**config.mk**
```make
export PLATFORM = sky130hd
export DESIGN_NAME = twc_front_flat
export DESIGN_NICKNAME = d
export VERILOG_FILES = /design/src/hdl/twc_pkg.sv /design/src/hdl/twc_if.sv /design/src/hdl/twc_front.sv /design/src/flat_wrapper.sv
export VERILOG_INCLUDE_DIRS = /design/src /design/src/hdl
export SDC_FILE = /design/constraint.sdc
export NUM_CORES = 1
export LEC_CHECK = 0
export BUFFER_PORTS_ARGS = -buffer_cell sky130_fd_sc_hd__buf_2
export CORE_ASPECT_RATIO = 0.5
export CORE_UTILIZATION = 51
export CTS_BUF_LIST = sky130_fd_sc_hd__clkbuf_16
export CTS_CLUSTER_DIAMETER = 30
export DETAILED_ROUTE_END_ITERATION = 10
export PLACE_DENSITY = 0.74
export SETUP_SLACK_MARGIN = 0.5
export SKIP_CTS_REPAIR_TIMING = 1
export SYNTH_ARGS = -nofsm -noshare
export SYNTH_HDL_FRONTEND = slang
export SYNTH_SLANG_ARGS = --single-unit
```
**constraint.sdc**
```tcl
create_clock -name i_clk -period 2 [get_ports i_clk]
set_clock_uncertainty 0.05 [all_clocks]
set_input_delay 0.4 -clock i_clk [delete_from_list [all_inputs] [get_ports i_clk]]
set_output_delay 0.4 -clock i_clk [all_outputs]
set_load 0.03 [all_outputs]
```
**src/hdl/trie_word_counter_defines.svh**
```systemverilog
// ----------------------------------------------------------------------------
// trie_word_counter assertion macros
// Shared assertion helpers, clocked on i_clk and held off while i_rst_n is low.
// ----------------------------------------------------------------------------
`ifndef TRIE_WORD_COUNTER_DEFINES_SVH
`define TRIE_WORD_COUNTER_DEFINES_SVH

// property that must hold at every clock edge out of reset
`define TWC_CHECK(lbl, prop, msg) \
    lbl: assert property (@(posedge i_clk) disable iff (!i_rst_n) (prop)) else $error(msg);

// condition that must never be seen out of reset
`define TWC_NEVER(lbl, expr, msg) \
    `TWC_CHECK(lbl, !(expr), msg)

`endif

```
**src/hdl/twc_pkg.sv**
```systemverilog
// ----------------------------------------------------------------------------
// twc_pkg
// Types and constants shared by the trie word counter modules.
// ----------------------------------------------------------------------------
package twc_pkg;

    // node pool and alphabet
    localparam int NODE_COUNT    = 4096;
    localparam int ALPHABET_SIZE = 52;
    localparam int NODE_W        = $clog2(NODE_COUNT);
    localparam int CODE_W        = $clog2(ALPHABET_SIZE);
    localparam int ROW_W         = NODE_W * ALPHABET_SIZE;
    localparam int COUNT_W       = 16;
    localparam int LETTER_W      = 8;
    localparam int CMD_W         = 2;
    localparam int STATUS_W      = 2;

    // front queue depth (power of two)
    localparam int QUEUE_DEPTH   = 4;
    localparam int PTR_W         = $clog2(QUEUE_DEPTH);
    localparam int FILL_W        = $clog2(QUEUE_DEPTH + 1);

    // letter ranges
    localparam logic [LETTER_W-1:0] CHAR_LOW_A  = 8'h61;
    localparam logic [LETTER_W-1:0] CHAR_LOW_Z  = 8'h7a;
    localparam logic [LETTER_W-1:0] CHAR_UP_A   = 8'h41;
    localparam logic [LETTER_W-1:0] CHAR_UP_Z   = 8'h5a;
    localparam logic [CODE_W-1:0]   UPPER_BASE  = CODE_W'(26);

    localparam logic [NODE_W-1:0]  NODE_ROOT = '0;
    localparam logic [NODE_W-1:0]  NODE_MAX  = NODE_W'(NODE_COUNT - 1);
    localparam logic [COUNT_W-1:0] COUNT_MAX = '1;
    localparam logic [COUNT_W-1:0] COUNT_ONE = COUNT_W'(1);

    typedef enum logic [CMD_W-1:0] {
        CMD_INSERT = 2'd0,
        CMD_QUERY  = 2'd1,
        CMD_CLEAR  = 2'd2,
        CMD_NONE   = 2'd3
    } t_cmd;

    typedef enum logic [STATUS_W-1:0] {
        ST_OK         = 2'd0,
        ST_NOT_FOUND  = 2'd1,
        ST_POOL_FULL  = 2'd2,
        ST_BAD_LETTER = 2'd3
    } t_status;

    // one node's child links
    typedef logic [ALPHABET_SIZE-1:0][NODE_W-1:0] t_row;

    // classified word, as queued between front and back
    typedef struct packed {
        t_cmd              kind;
        logic [CODE_W-1:0] code;
        logic              bad;
        logic              last;
    } t_op;

    // queue head as seen by the back end
    typedef struct packed {
        logic valid;
        t_op  op;
    } t_q_head;

    typedef enum logic [2:0] {
        BK_INIT,
        BK_IDLE,
        BK_STEP,
        BK_ALLOC,
        BK_CNT
    } t_back_state;

endpackage

```
**src/hdl/twc_if.sv**
```systemverilog
// ----------------------------------------------------------------------------
// twc_in_if / twc_out_if
// Valid/ready channels for incoming letters and outgoing word results.
// ----------------------------------------------------------------------------
interface twc_in_if import twc_pkg::*; ();
    logic                valid;
    logic                ready;
    logic [CMD_W-1:0]    command;
    logic [LETTER_W-1:0] letter;
    logic                last;

    modport source (output valid, command, letter, last, input ready);
    modport sink   (input valid, command, letter, last, output ready);
endinterface


```
**src/hdl/twc_front.sv**
```systemverilog
// ----------------------------------------------------------------------------
// twc_front
// Accepts words, maps letters to codes, drops unused commands and queues ops.
// ----------------------------------------------------------------------------
`include "trie_word_counter_defines.svh"

module twc_front import twc_pkg::*; (
    input  logic     i_clk,
    input  logic     i_rst_n,
    twc_in_if.sink   i_word,
    input  logic     i_pop,
    output t_q_head  o_head
);

    logic [FILL_W-1:0] r_fill, n_fill;
    logic [PTR_W-1:0]  r_wr_ptr, n_wr_ptr;
    logic [PTR_W-1:0]  r_rd_ptr, n_rd_ptr;
    t_op               r_q [QUEUE_DEPTH];
    t_op               w_op;
    logic              w_accept;
    logic              w_push;

    // room left in the queue
    assign i_word.ready = (r_fill != FILL_W'(QUEUE_DEPTH));
    assign w_accept     = i_word.valid && i_word.ready;
    assign w_push       = w_accept && (t_cmd'(i_word.command) != CMD_NONE);

    // letter classification
    always_comb begin
        w_op.kind = t_cmd'(i_word.command);
        w_op.last = i_word.last;
        w_op.bad  = 1'b0;
        w_op.code = '0;
        if (i_word.letter >= CHAR_LOW_A && i_word.letter <= CHAR_LOW_Z) begin
            w_op.code = CODE_W'(i_word.letter - CHAR_LOW_A);
        end else if (i_word.letter >= CHAR_UP_A && i_word.letter <= CHAR_UP_Z) begin
            w_op.code = CODE_W'(i_word.letter - CHAR_UP_A) + UPPER_BASE;
        end else begin
            w_op.bad  = 1'b1;
        end
    end

    // pointers and fill level
    always_comb begin
        n_wr_ptr = r_wr_ptr;
        n_rd_ptr = r_rd_ptr;
        n_fill   = r_fill;
        if (w_push) begin
            n_wr_ptr = r_wr_ptr + 1'b1;
        end
        if (i_pop) begin
            n_rd_ptr = r_rd_ptr + 1'b1;
        end
        if (w_push && !i_pop) begin
            n_fill = r_fill + 1'b1;
        end else if (!w_push && i_pop) begin
            n_fill = r_fill - 1'b1;
        end
    end

    always_ff @(posedge i_clk) begin
        if (!i_rst_n) begin
            r_fill   <= '0;
            r_wr_ptr <= '0;
            r_rd_ptr <= '0;
        end else begin
            r_fill   <= n_fill;
            r_wr_ptr <= n_wr_ptr;
            r_rd_ptr <= n_rd_ptr;
        end
    end

    // queue storage
    always_ff @(posedge i_clk) begin
        if (w_push) begin
            r_q[r_wr_ptr] <= w_op;
        end
    end

    assign o_head.valid = (r_fill != '0);
    assign o_head.op    = r_q[r_rd_ptr];

    `TWC_CHECK(a_fill_range, r_fill <= FILL_W'(QUEUE_DEPTH), "queue fill out of range")
    `TWC_NEVER(a_pop_empty, i_pop && (r_fill == '0), "pop from empty queue")

endmodule

```
**src/flat_wrapper.sv**
```systemverilog
// flat-port wrapper written by rule: the top's interface ports become plain ports
module twc_front_flat import twc_pkg::*;
  (i_clk, i_rst_n, i_pop, o_head, i_word_valid, i_word_command, i_word_letter, i_word_last, i_word_ready);
  twc_in_if i_word_i ();
  input  logic i_clk;
  input  logic i_rst_n;
  input  logic i_pop;
  output t_q_head o_head;
  input wire logic [$bits(i_word_i.valid)-1:0] i_word_valid;
  input wire logic [$bits(i_word_i.command)-1:0] i_word_command;
  input wire logic [$bits(i_word_i.letter)-1:0] i_word_letter;
  input wire logic [$bits(i_word_i.last)-1:0] i_word_last;
  output wire logic [$bits(i_word_i.ready)-1:0] i_word_ready;
  assign i_word_i.valid = i_word_valid;
  assign i_word_i.command = i_word_command;
  assign i_word_i.letter = i_word_letter;
  assign i_word_i.last = i_word_last;
  assign i_word_ready = i_word_i.ready;
  twc_front u_core (.i_clk(i_clk), .i_rst_n(i_rst_n), .i_word(i_word_i), .i_pop(i_pop), .o_head(o_head));
endmodule
```
==> results by stage <==
Power:
- The power spent charging and discharging nets is 0.764 mW.
- Of the total power, the share spent switching nets is 26.3%.
- Dividing total power by cell area gives a power density of 952 nW/um^2.
- In this run the static leakage power is 1.15 nW.
- Per report_power, the combinational group accounts for 24.2% of the total.
- The internal power of the cells totals 2.14 mW.
- The share of total power dissipated in sequential elements is 43.2%.
- The worst-case IR drop observed on VDD is 0.000563 V.
- The clock network fraction of design power is 32.6%.

Worst setup path:
- The register-to-register setup slack is 0.15 ns.
- The signal on the critical path passes through buf_12, mux4_2, buf_6.
- STA classifies the critical path startpoint as a register.
- The data required time of the worst path is 1.55 ns.
- The capture point of the worst path is o_head[4].
- The worst register-to-register path ends at u_core.r_fill[2]$_SDFFE_PN0P_.
- The kind of end point of the critical path is a primary output.
- For this design, the slowest cell found on the critical path is sky130_fd_sc_hd__mux4_2.
- The largest fanout of any net on the critical path is 5.
- The worst setup path is of the register to primary output kind.
- The startpoint identified for the worst register-to-register timing path is u_core.r_fill[0]$_SDFFE_PN0P_.
- The data arrival time of the critical path is 1.46 ns.
- The number of cells traversed by the worst register-to-register path is 9.
- In this design, the stage delay of the slowest critical-path cell is 0.52 ns.

STA:
- The clock period minus worst slack is 1.91 ns.
- The final clock period utilization by the worst path is 95.4%.
- The count of final max-slew check failures is 0.
- The number of endpoints with negative hold slack in the final report is 0.
- The final setup slack of the worst path is 0.0914 ns.
- Setup repair after global routing could not meet its margin everywhere.
- The final number of setup-violating endpoints is 0.
- The tightest slew margin relative to the limit is 70.9%.
- At the pin with the least slew margin, the transition time is 0.435 ns.
- The highest clock frequency the design can meet is 0.524 GHz.

Clocking:
- The number of buffers on the longest clock path is 2.
- In this run, CTS created clock tree buffers numbering 5.
- The CTS tree is yes.
- The H-tree was split into 2 levels.
- Clock tree synthesis selected as its root buffer the cell sky130_fd_sc_hd__clkbuf_16.
- Counting every sink on the clock net gives 49.
- The clock-pin slew of the registers on the worst-case setup and hold paths is 0.06 ns.
- The later-pin clock latency in the skew report is 0.29 ns.

Global routing:
- The initial antenna violation count is 0.
- The via count of the first global-routing pass is 1,307.
- The first global-routing pass estimated 6370 um of wire.
- The total global-route track usage is 19.5%.
- Entering global routing, the biggest net connects 17 pins.
- After global routing the overflow that remains totals 0.

Die:
- For this design the top-level I/O count stands at 27.
- In this run the core area contains 16 standard-cell rows.
- The vertical extent of the die is 48.8 um.
- The floorplan step defined a die boundary enclosing 4660 sq um.
- The standard cell core area is 4040 sq um.
- The initial core utilization is 55.2%.
- The width of the die is 95.6 um.

Status:
- The run finished with clean final reports.

Cells and area:
- In the layout the commonest cells are 40 x sky130_fd_sc_hd__edfxtp_1, 20 x sky130_fd_sc_hd__buf_4, 13 x sky130_fd_sc_hd__buf_2, 13 x sky130_fd_sc_hd__buf_6, 10 x sky130_fd_sc_hd__mux4_2.
- The total number of nets in the final design is 226.
- From synthesis to final layout, the design area changed by 36.6%.
- The core occupancy in the finished layout is 75.4%.
- In the final layout, the share of cells above drive strength 1 is 51.5%.
- The post-route cell area is 3050 sq um.
- The antenna diode count is 0.
- Leaving out fill and tap cells, the most frequent cell in the layout is sky130_fd_sc_hd__edfxtp_1.

Drt:
- The first detailed-routing pass ran for 4 iterations.
- Using the TritonRoute via totals, the vias-per-cell ratio works out to 5.53.
- The count of nets left with antenna violations once routing finished came out at 0.
- After detailed routing, the total wire length is 4350 um.
- The final route contains 1,416 vias.
- In the final routed layout, each cell accounts on average for 17.0 um.
- For this run, design rule violations remaining after detail routing come to 0.
- The detailed router finished its first iteration with 79 violations.

Synth:
- The mean cell area of the mapped netlist is 15.1 sq um.
- The number of nets produced by synthesis is 173.
- The top-area cell type share of the netlist area is 53.8%.
- The Yosys warning count is 0.
- The sequential-to-total area share from yosys stat is 61.8%.
- The cell taking the most area after synthesis is sky130_fd_sc_hd__edfxtp_1.
- In this run, synthesis produced a sequential element count of 49.
- The synthesized netlist contains 39 unique library cells.
- The count of mapped cells out of synthesis is 148.
- After synthesis the cells add up to 2230 sq um.
- After synthesis, the cell types taking the most area are sky130_fd_sc_hd__edfxtp_1 54%, sky130_fd_sc_hd__mux4_2 10%, sky130_fd_sc_hd__dfxtp_1 8.1%.

Placement:
- Once placement finished, the instance area stood at 2590 sq um.
- Input and output buffers added on the ports amount to 26.
- The weighted congestion at the end of routability-driven global placement is 0.940.
- The setup slack after placement is -0.139 ns.
- The half-perimeter wire length after placement is 2800 um.

Run:
- Max-cap violations in this run came to 0.

Hold path:
- The tightest min-delay check is of the input port to register type.
how the worst min path moves through the flow:
stage                                    end  cells after the start  slack, ns                           from
2_1_floorplan     u_core.r_q[0][0]$_DFFE_PP_                      0       0.45                    i_word_last
3_3_place_gp   u_core.r_fill[2]$_SDFFE_PN0P_                      2       0.47  u_core.r_fill[2]$_SDFFE_PN0P_
3_5_place_dp   u_core.r_fill[2]$_SDFFE_PN0P_                      2       0.50  u_core.r_fill[2]$_SDFFE_PN0P_
4_1_cts           u_core.r_q[1][0]$_DFFE_PP_                      1       0.28                    i_word_last
5_1_grt           u_core.r_q[0][0]$_DFFE_PP_                      1       0.29                    i_word_last
6_report          u_core.r_q[1][0]$_DFFE_PP_                      1       0.29                    i_word_last
per-stage QoR:
step / std cells / TNS (ns) / hold slack [ns] / total power [mW]
after floorplan: 148 / 0 / 0.449 / 1.68
after global placement: 239 / -1.66 / 0.471 / 1.82
after detailed placement: 239 / -2.58 / 0.496 / 1.84
after CTS: 247 / -0.659 / 0.282 / 2.77
after global routing: 256 / 0 / 0.288 / 3.02
final: 256 / 0 / 0.288 / 2.90
per-layer routing:
layer | vias up | part of all wire (%) | global-route usage (%)
met5 | - | 0 | 0
met4 | 0 | 1.8 | 6.22
met3 | 11 | 7.1 | 5.61
met2 | 63 | 45 | 28.7
met1 | 676 | 46 | 28.1
li1 | 666 | - | -
power groups by stage:
| stage | logic [mW] | clock network (mW) | registers [mW] |
|---|---|---|---|
| after floorplan | 0.420 | 0 | 1.26 |
| after global placement | 0.536 | 0 | 1.28 |
| after detailed placement | 0.549 | 0 | 1.29 |
| after CTS | 0.552 | 0.955 | 1.27 |
| after global routing | 0.760 | 0.995 | 1.26 |
| final | 0.703 | 0.946 | 1.25 |
sequential cells by signal (all words and copies together), names as in the netlist, named ones only:
signal and cells:
u_core.r_fill 3, u_core.r_q 40, u_core.r_rd_ptr 2, u_core.r_wr_ptr 2
cells by family (layout without fill, tap and decap cells):
group                      after synthesis  after routing  synth area share [%]
adders and majority gates               10             10                  5.94
buffers and inverters                   15             69                  2.97
AOI/OAI and AO/OA                       21             21                  7.06
DFF                                     49             49                  61.8
xor gates and xnor gates                 5              5                  1.96
muxes                                   13             13                  11.5
and+or+nand+nor                         35             35                  8.74
cell type report:
class                      instances  area (sq um)
sequential                        49          1390
timing repair buffer              51           442
clock inverter                     3          43.8
clock buffer                       5           125
tap                               54          67.6
inverter                          10          47.5
fill                             260           993
multi-input combinational         84           932
critical path: cells and delay by family, from the launching register on:
family / cells / cell delay (ns)
mux: 1 / 0.52
flops: 1 / 0.37
buf+inv: 2 / 0.28
synthesized netlist by cell type:
cell type,number
sky130_fd_sc_hd__a21boi_0,1
sky130_fd_sc_hd__nor3b_2,1
sky130_fd_sc_hd__o21ai_4,1
sky130_fd_sc_hd__nand4_1,1
sky130_fd_sc_hd__a221oi_1,2
sky130_fd_sc_hd__o211ai_1,1
sky130_fd_sc_hd__nor2b_1,3
sky130_fd_sc_hd__mux4_2,10
sky130_fd_sc_hd__buf_1,1
sky130_fd_sc_hd__inv_1,10
sky130_fd_sc_hd__nor3_1,1
sky130_fd_sc_hd__nor2_1,8
sky130_fd_sc_hd__a21o_1,2
sky130_fd_sc_hd__nand3_1,3
sky130_fd_sc_hd__nand2_1,4
sky130_fd_sc_hd__mux2i_1,2
sky130_fd_sc_hd__clkbuf_2,1
sky130_fd_sc_hd__or3_1,2
sky130_fd_sc_hd__o22ai_1,1
sky130_fd_sc_hd__dfxtp_1,9
sky130_fd_sc_hd__and2_1,9
sky130_fd_sc_hd__buf_6,1
sky130_fd_sc_hd__and3_1,1
sky130_fd_sc_hd__a31oi_1,1
sky130_fd_sc_hd__o21ai_0,4
sky130_fd_sc_hd__buf_2,1
sky130_fd_sc_hd__a2111o_1,1
sky130_fd_sc_hd__nand2b_1,1
sky130_fd_sc_hd__ha_1,9
sky130_fd_sc_hd__edfxtp_1,40
sky130_fd_sc_hd__xor2_1,2
sky130_fd_sc_hd__a32o_1,1
sky130_fd_sc_hd__or4_4,1
sky130_fd_sc_hd__clkbuf_1,1
sky130_fd_sc_hd__a311o_1,2
sky130_fd_sc_hd__xnor2_1,3
sky130_fd_sc_hd__fa_1,1
sky130_fd_sc_hd__a21oi_1,4
sky130_fd_sc_hd__mux2_2,1
(Power assumes the default switching activity.)
